[src/cbm_pkg.sv]
`timescale 1ns / 1ps
// Shared types, codes and the sequencer control store for the bank mapper.
// No dependencies; imported by cbm_rem and the top level.
package cbm_pkg;

   localparam int REQ_TDATA_W = 32;
   localparam int RSP_TDATA_W = 16;
   localparam int CSR_INDEX_W = 2;
   localparam int STEP_W      = 4;
   localparam int REM_W       = 8;

   // CPU register decode after masking
   localparam logic [15:0] ADDR_MASK       = 16'hE001;
   localparam logic [15:0] ADDR_SELECT     = 16'h8000;
   localparam logic [15:0] ADDR_BANK_DATA  = 16'h8001;
   localparam logic [15:0] ADDR_MIRROR     = 16'hA000;
   localparam logic [15:0] ADDR_RELOAD     = 16'hC000;
   localparam logic [15:0] ADDR_RELOAD_ARM = 16'hC001;
   localparam logic [15:0] ADDR_IRQ_OFF    = 16'hE000;
   localparam logic [15:0] ADDR_IRQ_ON     = 16'hE001;

   localparam logic [7:0] SEL_MASK     = 8'h0F;
   localparam logic [7:0] PRG_MASK     = 8'h3F;
   localparam logic [7:0] PAT_EVEN_MSK = 8'hFE;
   localparam logic [7:0] PAT_ODD_BIT  = 8'h01;
   localparam logic [7:0] FIXED_OFFSET = 8'hFE;

   localparam logic [3:0] SEL_LAST_PAT = 4'd5;
   localparam logic [3:0] SEL_PRG0     = 4'd8;
   localparam logic [3:0] SEL_PRG1     = 4'd9;

   localparam logic FUNC_WRITE = 1'b0;
   localparam logic FUNC_TICK  = 1'b1;

   localparam logic [1:0] KIND_STATUS  = 2'd0;
   localparam logic [1:0] KIND_PROGRAM = 2'd1;
   localparam logic [1:0] KIND_PATTERN = 2'd2;

   localparam logic [CSR_INDEX_W-1:0] CSR_PRG_COUNT = 2'd0;
   localparam logic [CSR_INDEX_W-1:0] CSR_CHR_COUNT = 2'd1;
   localparam logic [CSR_INDEX_W-1:0] CSR_VERTICAL  = 2'd2;

   localparam logic [7:0] PRG_COUNT_RESET = 8'd2;
   localparam logic [7:0] CHR_COUNT_RESET = 8'd0;
   localparam logic       VERTICAL_RESET  = 1'b0;

   localparam logic [STEP_W-1:0] LAST_STEP = 4'd11;

   typedef enum logic [2:0] {
      SRC_PRG, SRC_FIXED, SRC_PAT_EVEN, SRC_PAT_ODD, SRC_PAT
   } src_type;

   typedef enum logic [1:0] {
      MOD_NONE, MOD_PRG, MOD_CHR
   } mod_type;

   typedef struct packed {
      src_type    src;
      logic [2:0] reg_idx;
      mod_type    modsel;
      logic [1:0] kind;
      logic [2:0] slot;
      logic       end_if_ram;   // stop here when pattern memory is RAM
      logic       last;
   } ucode_type;

   typedef struct packed {
      logic             start;
      logic [REM_W-1:0] dividend;
      logic [REM_W-1:0] divisor;
   } rem_req_type;

   typedef struct packed {
      logic             busy;
      logic             done;
      logic [REM_W-1:0] remainder;
   } rem_rsp_type;

   // Slot map program: one control word per emitted record
   function automatic ucode_type ucode(input logic [STEP_W-1:0] step);
      ucode_type w;
      case (step)
         4'd0:  w = '{SRC_PRG,      3'd0, MOD_PRG,  KIND_PROGRAM, 3'd0, 1'b0, 1'b0};
         4'd1:  w = '{SRC_PRG,      3'd1, MOD_PRG,  KIND_PROGRAM, 3'd1, 1'b0, 1'b0};
         4'd2:  w = '{SRC_FIXED,    3'd0, MOD_NONE, KIND_PROGRAM, 3'd2, 1'b0, 1'b0};
         4'd3:  w = '{SRC_FIXED,    3'd1, MOD_NONE, KIND_PROGRAM, 3'd3, 1'b1, 1'b0};
         4'd4:  w = '{SRC_PAT_EVEN, 3'd0, MOD_CHR,  KIND_PATTERN, 3'd0, 1'b0, 1'b0};
         4'd5:  w = '{SRC_PAT_ODD,  3'd0, MOD_CHR,  KIND_PATTERN, 3'd1, 1'b0, 1'b0};
         4'd6:  w = '{SRC_PAT_EVEN, 3'd1, MOD_CHR,  KIND_PATTERN, 3'd2, 1'b0, 1'b0};
         4'd7:  w = '{SRC_PAT_ODD,  3'd1, MOD_CHR,  KIND_PATTERN, 3'd3, 1'b0, 1'b0};
         4'd8:  w = '{SRC_PAT,      3'd2, MOD_CHR,  KIND_PATTERN, 3'd4, 1'b0, 1'b0};
         4'd9:  w = '{SRC_PAT,      3'd3, MOD_CHR,  KIND_PATTERN, 3'd5, 1'b0, 1'b0};
         4'd10: w = '{SRC_PAT,      3'd4, MOD_CHR,  KIND_PATTERN, 3'd6, 1'b0, 1'b0};
         4'd11: w = '{SRC_PAT,      3'd5, MOD_CHR,  KIND_PATTERN, 3'd7, 1'b0, 1'b1};
         default: w = '{SRC_PRG,    3'd0, MOD_NONE, KIND_STATUS,  3'd0, 1'b0, 1'b1};
      endcase
      return w;
   endfunction

endpackage

[src/cartridge_bank_mapper_with_scanline_irq_top.sv]
`timescale 1ns / 1ps
// Cartridge bank mapper with scanline IRQ counter: register file, control
// store sequencer and output register. Depends on cbm_pkg and cbm_rem.
//
// Register writes, scanline ticks and writes that do not touch bank data are
// taken one per cycle as long as the result beat is taken; each gives one
// status beat. A bank-data write plays the slot map program from the control
// store: four program records then, unless the pattern bank count is zero,
// eight pattern records. Every record that needs a modulo runs through the
// shared bit-serial remainder unit: a fetch step, 8 bit steps in the unit and
// an issue step; a fixed program slot, or a program slot with a zero program
// bank count, has only the fetch and issue steps. No new beat is taken while
// the map is being played out, and output stalls hold the sequencer in its
// issue step.
module cartridge_bank_mapper_with_scanline_irq_top (
   input  logic                             clock,
   input  logic                             reset,
   // req_tdata: cpu_address[15:0], write_data[23:16], rendering_on[24], zero pad
   input  logic                             req_tvalid,
   output logic                             req_tready,
   input  logic [cbm_pkg::REQ_TDATA_W-1:0]  req_tdata,
   input  logic                             req_tuser,  // func
   // rsp_tdata: slot_index[2:0], bank_number[10:3], mirror_horizontal[11],
   //            irq_line[12], zero pad
   output logic                             rsp_tvalid,
   input  logic                             rsp_tready,
   output logic [cbm_pkg::RSP_TDATA_W-1:0]  rsp_tdata,
   output logic [1:0]                       rsp_tuser,  // record_kind
   output logic                             rsp_tlast,  // last_record
   input  logic                             csr_we,
   input  logic [cbm_pkg::CSR_INDEX_W-1:0]  csr_index,
   input  logic [7:0]                       csr_wdata
);
   import cbm_pkg::*;

   typedef enum logic [1:0] {S_IDLE, S_FETCH, S_DIV, S_PUT} state_type;

   // configuration
   logic [7:0] prg_count_ff, prg_count_in;
   logic [7:0] chr_count_ff, chr_count_in;

   // mapper registers
   logic [3:0] sel_ff, sel_in;
   logic [7:0] pat_ff [6];
   logic [7:0] pat_in [6];
   logic [5:0] prg_ff [2];
   logic [5:0] prg_in [2];
   logic       mir_ff, mir_in;
   logic       irqen_ff, irqen_in;
   logic [7:0] cnt_ff, cnt_in;
   logic [7:0] rld_ff, rld_in;
   logic       rldp_ff, rldp_in;
   logic       irqp_ff, irqp_in;

   // sequencer and output register
   state_type         state_ff;
   logic [STEP_W-1:0] step_ff;
   logic [7:0]        res_ff;
   logic              rsp_valid_ff;
   logic [1:0]        rsp_kind_ff;
   logic [2:0]        rsp_slot_ff;
   logic [7:0]        rsp_bank_ff;
   logic              rsp_mir_ff;
   logic              rsp_irq_ff;
   logic              rsp_last_ff;

   logic        out_free;
   logic        req_fire;
   logic        bank_wr;
   logic [15:0] reg_addr;
   logic [7:0]  wdata;
   logic [7:0]  cnt_next;
   ucode_type   uw;
   logic [7:0]  operand;
   logic        mod_needed;
   logic        map_load;
   logic        map_last;
   logic        rsp_load;
   rem_req_type rem_req;
   rem_rsp_type rem_rsp;

   assign out_free   = !rsp_valid_ff || rsp_tready;
   assign req_tready = (state_ff == S_IDLE) && out_free;
   assign req_fire   = req_tvalid && req_tready;
   assign reg_addr   = req_tdata[15:0] & ADDR_MASK;
   assign wdata      = req_tdata[23:16];
   assign cnt_next   = (cnt_ff == 8'd0 || rldp_ff) ? rld_ff : cnt_ff - 8'd1;

   always_comb begin
      prg_count_in = prg_count_ff;
      chr_count_in = chr_count_ff;
      sel_in       = sel_ff;
      pat_in       = pat_ff;
      prg_in       = prg_ff;
      mir_in       = mir_ff;
      irqen_in     = irqen_ff;
      cnt_in       = cnt_ff;
      rld_in       = rld_ff;
      rldp_in      = rldp_ff;
      irqp_in      = irqp_ff;
      bank_wr      = 1'b0;
      if (req_fire) begin
         if (req_tuser == FUNC_WRITE) begin
            case (reg_addr)
               ADDR_SELECT: sel_in = 4'(wdata & SEL_MASK);
               ADDR_BANK_DATA: begin
                  bank_wr = 1'b1;
                  if (sel_ff <= SEL_LAST_PAT) begin
                     pat_in[sel_ff[2:0]] = wdata;
                  end else if (sel_ff == SEL_PRG0) begin
                     prg_in[0] = 6'(wdata & PRG_MASK);
                  end else if (sel_ff == SEL_PRG1) begin
                     prg_in[1] = 6'(wdata & PRG_MASK);
                  end
               end
               ADDR_MIRROR:     mir_in  = wdata[0];
               ADDR_RELOAD:     rld_in  = wdata;
               ADDR_RELOAD_ARM: rldp_in = 1'b1;
               ADDR_IRQ_OFF: begin
                  irqen_in = 1'b0;
                  irqp_in  = 1'b0;
               end
               ADDR_IRQ_ON:     irqen_in = 1'b1;
               default: ;
            endcase
         end else if (req_tdata[24]) begin
            cnt_in  = cnt_next;
            rldp_in = 1'b0;
            if (cnt_next == 8'd0 && irqen_ff) begin
               irqp_in = 1'b1;
            end
         end
      end
      if (csr_we) begin
         case (csr_index)
            CSR_PRG_COUNT: prg_count_in = csr_wdata;
            CSR_CHR_COUNT: chr_count_in = csr_wdata;
            CSR_VERTICAL:  mir_in       = ~csr_wdata[0];
            default: ;
         endcase
      end
   end

   always_ff @(posedge clock) begin
      if (reset) begin
         prg_count_ff <= PRG_COUNT_RESET;
         chr_count_ff <= CHR_COUNT_RESET;
         sel_ff       <= '0;
         pat_ff       <= '{8'd0, 8'd2, 8'd4, 8'd5, 8'd6, 8'd7};
         prg_ff       <= '{6'd0, 6'd1};
         mir_ff       <= ~VERTICAL_RESET;
         irqen_ff     <= 1'b0;
         cnt_ff       <= '0;
         rld_ff       <= '0;
         rldp_ff      <= 1'b0;
         irqp_ff      <= 1'b0;
      end else begin
         prg_count_ff <= prg_count_in;
         chr_count_ff <= chr_count_in;
         sel_ff       <= sel_in;
         pat_ff       <= pat_in;
         prg_ff       <= prg_in;
         mir_ff       <= mir_in;
         irqen_ff     <= irqen_in;
         cnt_ff       <= cnt_in;
         rld_ff       <= rld_in;
         rldp_ff      <= rldp_in;
         irqp_ff      <= irqp_in;
      end
   end

   // control word for the current step
   assign uw = ucode(step_ff);

   always_comb begin
      case (uw.src)
         SRC_PRG:      operand = {2'b00, prg_ff[uw.reg_idx[0]]};
         SRC_FIXED:    operand = prg_count_ff + FIXED_OFFSET + {7'd0, uw.reg_idx[0]};
         SRC_PAT_EVEN: operand = pat_ff[uw.reg_idx] & PAT_EVEN_MSK;
         SRC_PAT_ODD:  operand = pat_ff[uw.reg_idx] | PAT_ODD_BIT;
         SRC_PAT:      operand = pat_ff[uw.reg_idx];
         default:      operand = '0;
      endcase
   end

   // a zero program bank count passes the register through
   assign mod_needed = (uw.modsel == MOD_CHR) ||
                       (uw.modsel == MOD_PRG && prg_count_ff != 8'd0);

   assign rem_req.start    = (state_ff == S_FETCH) && mod_needed;
   assign rem_req.dividend = operand;
   assign rem_req.divisor  = (uw.modsel == MOD_CHR) ? chr_count_ff : prg_count_ff;

   cbm_rem u_rem (
      .clock (clock),
      .reset (reset),
      .req   (rem_req),
      .rsp   (rem_rsp)
   );

   assign map_load = (state_ff == S_PUT) && out_free;
   assign map_last = uw.last || (uw.end_if_ram && chr_count_ff == 8'd0);
   assign rsp_load = (req_fire && !bank_wr) || map_load;

   always_ff @(posedge clock) begin
      if (reset) begin
         state_ff     <= S_IDLE;
         step_ff      <= '0;
         rsp_valid_ff <= 1'b0;
      end else begin
         if (rsp_load) begin
            rsp_valid_ff <= 1'b1;
         end else if (rsp_tready) begin
            rsp_valid_ff <= 1'b0;
         end
         case (state_ff)
            S_IDLE: begin
               if (req_fire) begin
                  if (bank_wr) begin
                     step_ff  <= '0;
                     state_ff <= S_FETCH;
                  end else begin
                     rsp_kind_ff  <= KIND_STATUS;
                     rsp_slot_ff  <= '0;
                     rsp_bank_ff  <= '0;
                     rsp_mir_ff   <= mir_in;
                     rsp_irq_ff   <= irqp_in;
                     rsp_last_ff  <= 1'b1;
                  end
               end
            end
            S_FETCH: begin
               res_ff   <= operand;
               state_ff <= mod_needed ? S_DIV : S_PUT;
            end
            S_DIV: begin
               if (rem_rsp.done) begin
                  res_ff   <= rem_rsp.remainder;
                  state_ff <= S_PUT;
               end
            end
            S_PUT: begin
               if (map_load) begin
                  rsp_kind_ff  <= uw.kind;
                  rsp_slot_ff  <= uw.slot;
                  rsp_bank_ff  <= res_ff;
                  rsp_mir_ff   <= mir_ff;
                  rsp_irq_ff   <= irqp_ff;
                  rsp_last_ff  <= map_last;
                  if (map_last) begin
                     state_ff <= S_IDLE;
                  end else begin
                     step_ff  <= step_ff + 1'b1;
                     state_ff <= S_FETCH;
                  end
               end
            end
            default: state_ff <= S_IDLE;
         endcase
      end
   end

   assign rsp_tvalid = rsp_valid_ff;
   assign rsp_tdata  = {3'd0, rsp_irq_ff, rsp_mir_ff, rsp_bank_ff, rsp_slot_ff};
   assign rsp_tuser  = rsp_kind_ff;
   assign rsp_tlast  = rsp_last_ff;

   // sequencer never runs past the end of the program
   a_step_range: assert property (@(posedge clock) disable iff (reset)
      state_ff != S_IDLE |-> step_ff <= LAST_STEP)
      else $error("sequencer step out of range");

   // remainder unit only works while the sequencer waits for it
   a_rem_owner: assert property (@(posedge clock) disable iff (reset)
      rem_rsp.busy |-> state_ff == S_DIV)
      else $error("remainder unit busy outside divide step");

   // pattern records only when pattern memory is banked
   a_pattern_rom: assert property (@(posedge clock) disable iff (reset)
      map_load && uw.kind == KIND_PATTERN |-> chr_count_ff != 8'd0)
      else $error("pattern record issued with pattern RAM");

   // interrupt is raised only by a scanline tick
   a_irq_source: assert property (@(posedge clock) disable iff (reset)
      $rose(irqp_ff) |-> $past(req_fire && req_tuser == FUNC_TICK))
      else $error("irq raised without a scanline tick");

endmodule

[src/cbm_rem.sv]
`timescale 1ns / 1ps
// Bit-serial restoring remainder unit, one dividend bit per cycle.
// Depends on cbm_pkg for the request and response structs.
module cbm_rem (
   input  logic                 clock,
   input  logic                 reset,
   input  cbm_pkg::rem_req_type req,
   output cbm_pkg::rem_rsp_type rsp
);
   import cbm_pkg::*;

   localparam int CNT_W = $clog2(REM_W);

   logic             busy_ff, busy_in;
   logic             done_ff, done_in;
   logic [CNT_W-1:0] cnt_ff, cnt_in;
   logic [REM_W-1:0] dvd_ff, dvd_in;
   logic [REM_W-1:0] dsr_ff, dsr_in;
   logic [REM_W-1:0] rem_ff, rem_in;
   logic [REM_W:0]   trial;
   logic [REM_W:0]   diff;

   always_comb begin
      busy_in = busy_ff;
      done_in = 1'b0;
      cnt_in  = cnt_ff;
      dvd_in  = dvd_ff;
      dsr_in  = dsr_ff;
      rem_in  = rem_ff;
      trial   = {rem_ff, dvd_ff[REM_W-1]};
      diff    = trial - {1'b0, dsr_ff};
      if (req.start) begin
         busy_in = 1'b1;
         cnt_in  = '0;
         dvd_in  = req.dividend;
         dsr_in  = req.divisor;
         rem_in  = '0;
      end else if (busy_ff) begin
         // partial remainder stays below twice the divisor
         rem_in = (trial >= {1'b0, dsr_ff}) ? diff[REM_W-1:0] : trial[REM_W-1:0];
         dvd_in = {dvd_ff[REM_W-2:0], 1'b0};
         cnt_in = cnt_ff + 1'b1;
         if (cnt_ff == CNT_W'(REM_W - 1)) begin
            busy_in = 1'b0;
            done_in = 1'b1;
         end
      end
   end

   always_ff @(posedge clock) begin
      if (reset) begin
         busy_ff <= 1'b0;
         done_ff <= 1'b0;
         cnt_ff  <= '0;
      end else begin
         busy_ff <= busy_in;
         done_ff <= done_in;
         cnt_ff  <= cnt_in;
      end
      dvd_ff <= dvd_in;
      dsr_ff <= dsr_in;
      rem_ff <= rem_in;
   end

   assign rsp.busy      = busy_ff;
   assign rsp.done      = done_ff;
   assign rsp.remainder = rem_ff;

endmodule

[config.mk]
export PLATFORM = sky130hd
export DESIGN_NAME = cartridge_bank_mapper_with_scanline_irq_top
export DESIGN_NICKNAME = d
export VERILOG_FILES = /design/src/cbm_pkg.sv /design/src/cartridge_bank_mapper_with_scanline_irq_top.sv /design/src/cbm_rem.sv
export SDC_FILE = /design/constraint.sdc
export NUM_CORES = 1
export LEC_CHECK = 0
export ABC_AREA = 1
export BUFFER_PORTS_ARGS = -buffer_cell sky130_fd_sc_hd__buf_2
export CORE_MARGIN = 2
export CORE_UTILIZATION = 30
export DETAILED_ROUTE_END_ITERATION = 12
export SLEW_MARGIN = 20
export SYNTH_ARGS = -nofsm -noshare
export SYNTH_HDL_FRONTEND = slang
export SYNTH_HIERARCHICAL = 1
export SYNTH_SLANG_ARGS = --single-unit
export TNS_END_PERCENT = 10
[constraint.sdc]
create_clock -name clock -period 5.7 [get_ports clock]
set_clock_uncertainty 0.05 [all_clocks]
set_input_delay 1.14 -clock clock [delete_from_list [all_inputs] [get_ports clock]]
set_output_delay 1.14 -clock clock [all_outputs]
set_load 0.01 [all_outputs]
==> flow_summary.json, run 1 <==
{
  "run_status": "finished, final reports clean",
  "setup_ws_ps": 2648,
  "nets": 1193,
  "cts_root_buffer": "clkbuf_16",
  "std_cell_rows": 61,
  "wl_met3_um": 876,
  "crit_required_ps": 4510,
  "drt_wl_total_mm": 20.50,
  "drv_cap": 0,
  "nFillCells": 2954,
  "vias_per_cell": 4.643,
  "yosys_warnings": 6,
  "tns_ps": 0,
  "clkLatencyLatePin_ps": 440,
  "p_sw_frac": 0.3452,
  "slew_viol_final": 0,
  "firstDrtPassIters": 4,
  "coreArea_um2": 27710,
  "area_growth_syn_to_layout_pct": 13.43,
  "pwr-share-seq": 0.413,
  "met2_length_mm": 9.506,
  "ant_nets": 0,
  "clk_pin_slew_ps": 70,
  "final_common_cell": "nand2_1",
  "routed.top_layer": "met4",
  "netlist_instances": 1091,
  "p_int_mw": 2.383,
  "cts_buffers": 17,
  "period_share": 0.5354,
  "p_leak_nw": 4.284,
  "cp-start-kind": "primary input",
  "pwr-share-clk": 0.315,
  "post_cts_buffers": 0,
  "numPortBuffers": 46,
  "grt_overflow": 0,
  "grt_first_pass_wirelength_mm": 33.55,
  "maxSlewHeadroom": 0.4270,
  "num_vias": 7030,
  "p_switching_mw": 1.256,
  "crit_path_end_kind": "output port",
  "clk_path_buf_depth": 2,
  "diodes": 0,
  "die-area_um2": 29420,
  "routedWlPerCell_um": 13.54,
  "power.share.combinational": 0.272,
  "crit_fanout": 5,
  "die-width_um": 171.5,
  "grt_max_degree": 59,
  "antenna_found_initial": 0,
  "ios": 69,
  "worst_pin_slew_ps": 859.5,
  "die_height_um": 171.5,
  "final_cell_mix": "nand2_1 (242), dfxtp_1 (133), inv_1 (129), nor2_1 (97), o21ai_0 (92)",
  "hp-class": "reg -> reg",
  "avgSynthCellArea_um2": 7.718,
  "htreeDepth": 4,
  "grt.total_usage": 0.1461,
  "wirelength_met1_mm": 9.688,
  "setup_viol": 0,
  "drt_iter0_markers": 441,
  "cts_resized": 0,
  "fmax_mhz": 327.7,
  "drive_above_1_share": 0.1356,
  "rsz0062_at_grt": "false",
  "dp_hpwl_mm": 15.05,
  "synth_area_um2": 8421,
  "power_density_nw_per_um2": 381.0,
  "gp_congestion": 0.8377,
  "path_class": "in -> out",
  "cp.arrival_ps": 1860,
  "peakVddDrop_uv": 148.6,
  "timing.final.crit_period_ps": 3052,
  "drc_errors": 0,
  "grt_pass1_vias": 6635,
  "cts.sinks": 173,
  "hold_viol_final": 0,
  "post-place-ws_ps": 2489,
  "initial_core_util": 0.3039,
  "ctsHoldBuffers": 0,
  "tritoncts": "done"
}
## state kept, by name, indices dropped and copies added, names as in the netlist, 8 cells and up
signal,flops
chr_count_ff,8
cnt_ff,8
pat_ff,48
prg_count_ff,8
prg_ff,12
res_ff,8
rld_ff,8
rsp_bank_ff,8
u_rem/dsr_ff,8
u_rem/dvd_ff,8
u_rem/rem_ff,8
uw,13
## worst paths after layout
check             cells past startpoint               to        from  slack [ps]
setup reg to reg                      7  u_rem/dvd_ff[5]       uw[8]        3110
setup / recovery                      6       req_tready  rsp_tready        2650
hold / removal                        2       pat_ff[35]  pat_ff[35]         410
hold reg to reg                       2       pat_ff[35]  pat_ff[35]         410
## power groups by stage
| stage | clock [mW] | sequential [mW] | combinational (mW) |
|---|---|---|---|
| 3_5_place_dp | 0 | 1.53 | 0.989 |
| 4_1_cts | 1.17 | 1.50 | 0.994 |
| 6_report | 1.15 | 1.50 | 0.990 |
| 2_1_floorplan | 0 | 1.51 | 0.757 |
| 3_3_place_gp | 0 | 1.53 | 0.972 |
| 5_1_grt | 1.22 | 1.52 | 1.13 |
## cell type report
type                            instances  area (um2)  share of cell area
Inverter                              151       575.6             0.06026
Sequential cell                       173        3864              0.4045
Timing Repair Buffer                   50       260.3             0.02725
Multi-Input combinational cell        730        3800              0.3978
Clock buffer                           19       452.9             0.04742
Tap cell                              378       473.0             0.04952
Clock inverter                         13       126.4             0.01323
## through the flow
step	hold slack (ps)	std cells	util	area [um2]	total power, mW
floorplan	374.9	1093	-	8428	2.268
global placement	390.5	1482	0.3235	8964	2.501
detailed placement	396.3	1482	0.3235	8964	2.519
CTS	406.5	1514	0.3444	9543	3.670
global route	422.8	1514	0.3448	9552	3.870
finish	405.1	1514	0.3448	9552	3.639
## metal layers
metal	up-vias	track usage
met2	127	0.2394
li1	3626	-
met5	-	0
met4	0	0.04901
met3	32	0.03267
met1	3245	0.1900
## worst max-delay path, cell delays in order
cell and delay, ps:
buf_2 70, inv_1 30, nand2_1 240, nand2_1 170
inv_1 90, buf_2 120
Power figures use the tool's default switching activity.
==> inputs of run 2 (changes only) <==
ABC_AREA = 0   (was 1)
clock period = 3.1 ns   (was 5.7 ns; I/O delays follow)
==> run 2 against run 1 <==
Net effect: critical path depth is 4 higher; area after synthesis is 0.37% higher; critical endpoint is now uw[1]; largest cell class is now multi-input gates; global-route usage is 1.3 points lower.
==> flow_summary.json, run 2 <==
{
  "run_status": "finished, final reports clean",
  "worstPathCellList": "inv_1, ha_1, nor2b_1, a41oi_2, or4_1, o21ai_2, and2b_2, inv_2, ha_1, nor4b_1",
  "cts_root_buffer": "clkbuf_16",
  "die-width_um": 171.8,
  "hold_viol_final": 0,
  "firstDrtPassIters": 7,
  "rsz0062_at_grt": "false",
  "drt_iter0_markers": 474,
  "crit_fanout": 7,
  "hp-start": "csr_wdata[3]",
  "yosys_warnings": 6,
  "drive_above_1_share": 0.1717,
  "largest_register": "pat_ff",
  "drv_cap": 0,
  "num_vias": 6137,
  "die-area_um2": 29530,
  "largest_register_ffs": 48,
  "final_cell_mix": "nor2_1 (134), dfxtp_1 (133), mux2i_1 (86), buf_2 (45), nand2_1 (44)",
  "grt_first_pass_wirelength_mm": 31.06,
  "cts.sinks": 173,
  "clk_pin_slew_ps": 70,
  "avgSynthCellArea_um2": 9.943,
  "cp.arrival_ps": 2880,
  "reg2reg_depth": 10,
  "grt_max_degree": 55,
  "cts_buffers": 17,
  "numPortBuffers": 46,
  "routedWlPerCell_um": 15.09,
  "ios": 69,
  "grt_pass1_vias": 5766,
  "nets": 948,
  "crit_required_ps": 3340,
  "peakVddDrop_uv": 357.1,
  "antenna_found_initial": 4,
  "slowest_delay_ps": 550,
  "cts_resized": 0,
  "maxSlewHeadroom": 0.3153,
  "synth_area_um2": 8452,
  "wirelength_met1_mm": 9.281,
  "clk_path_buf_depth": 2,
  "holdPathEnd": "chr_count_ff[3]",
  "path_buf_inv": 2,
  "tritoncts": "done",
  "timing.final.crit_period_ps": 2640,
  "tns_ps": 0,
  "met2_length_mm": 8.895,
  "r2r-end": "uw[1]",
  "clkLatencyLatePin_ps": 430,
  "final_common_cell": "nor2_1",
  "hold_depth": 3,
  "grt.total_usage": 0.1335,
  "final_util": 0.3464,
  "gp_congestion": 0.8089,
  "fmax_mhz": 378.8,
  "ctsHoldBuffers": 0,
  "grt_overflow": 0,
  "crit_path_frequent_cell": "ha_1",
  "die_height_um": 171.8,
  "htreeDepth": 4,
  "crit_path_top_delay_cell": "or4_1",
  "setup_viol": 0,
  "worst_pin_slew_ps": 1025,
  "hp-class": "in -> reg",
  "crit_family": "simple AND/OR/NAND/NOR gates",
  "p_leak_nw": 3.922,
  "wl_met3_um": 714,
  "drc_errors": 0,
  "power_density_nw_per_um2": 613.2,
  "reg2reg_setup_slack_ps": 460,
  "coreArea_um2": 27780,
  "std_cell_rows": 61,
  "ant_nets": 0,
  "dp_hpwl_mm": 13.67,
  "vias_per_cell": 4.832,
  "crit_path_end_kind": "flip-flop",
  "routed.top_layer": "met5",
  "initial_core_util": 0.3042,
  "netlist_instances": 850,
  "timing.rr.start": "state_ff[0]",
  "post_cts_buffers": 0,
  "area_growth_syn_to_layout_pct": 13.87,
  "drt_wl_total_mm": 19.17,
  "cp-start-kind": "flip-flop",
  "path_class": "reg -> reg",
  "period_share": 0.8516,
  "slew_viol_final": 0
}
==> run 2: final cells by class <==
type | count | area [um2]
Fill cell | 2852 | 18160
Multi-Input combinational cell | 594 | 4240
Sequential cell | 173 | 3864
Tap cell | 378 | 473.0
Clock buffer | 20 | 467.9
Timing Repair Buffer | 62 | 365.4
Inverter | 30 | 112.6
Clock inverter | 12 | 98.84
Antenna cell | 1 | 2.502
==> run 2: where the power goes <==
group	internal (mW)	switching (mW)	total, mW	leakage (nW)
Sequential	2.53	0.146	2.68	1.45
Combinational	0.486	0.682	1.17	2.19
Clock	1.12	0.939	2.06	0.280
Total	4.13	1.77	5.90	3.92
==> run 2: per-layer routing <==
layer,GRT usage,vias to the layer above
met5,0,-
met4,0.04238,6
met3,0.02600,26
met2,0.2163,106
met1,0.1789,2925
li1,-,3074
==> run 2: worst max-delay path by stage <==
stage	start	end	slack, ps	depth (start not counted)
final	state_ff[0]	uw[1]	460	10
after global routing	state_ff[1]	uw[1]	310	10
after CTS	state_ff[0]	uw[1]	450	10
after detailed placement	req_tuser	uw[1]	320	9
after global placement	req_tuser	uw[1]	330	9
after floorplan	req_tuser	uw[1]	630	8
==> run 2: through the flow <==
stage / power [mW] / hold WS (ps) / instance area (um2) / instances / setup WS [ps]
6_report: 5.902 / 390.7 / 9624 / 1270 / 460.1
3_5_place_dp: 3.888 / 397.1 / 9055 / 1237 / 323.2
5_1_grt: 6.199 / 379.3 / 9622 / 1269 / 312.4
4_1_cts: 5.951 / 379.6 / 9622 / 1269 / 446.4
3_3_place_gp: 3.864 / 387.1 / 9055 / 1237 / 332.9
2_1_floorplan: 3.618 / 379.6 / 8459 / 852 / 634.3
==> run 2: tightest hold or removal path, cell delays in order <==
cell and delay [ps]:
buf_2 90, mux2i_1 50, nor2_1 70
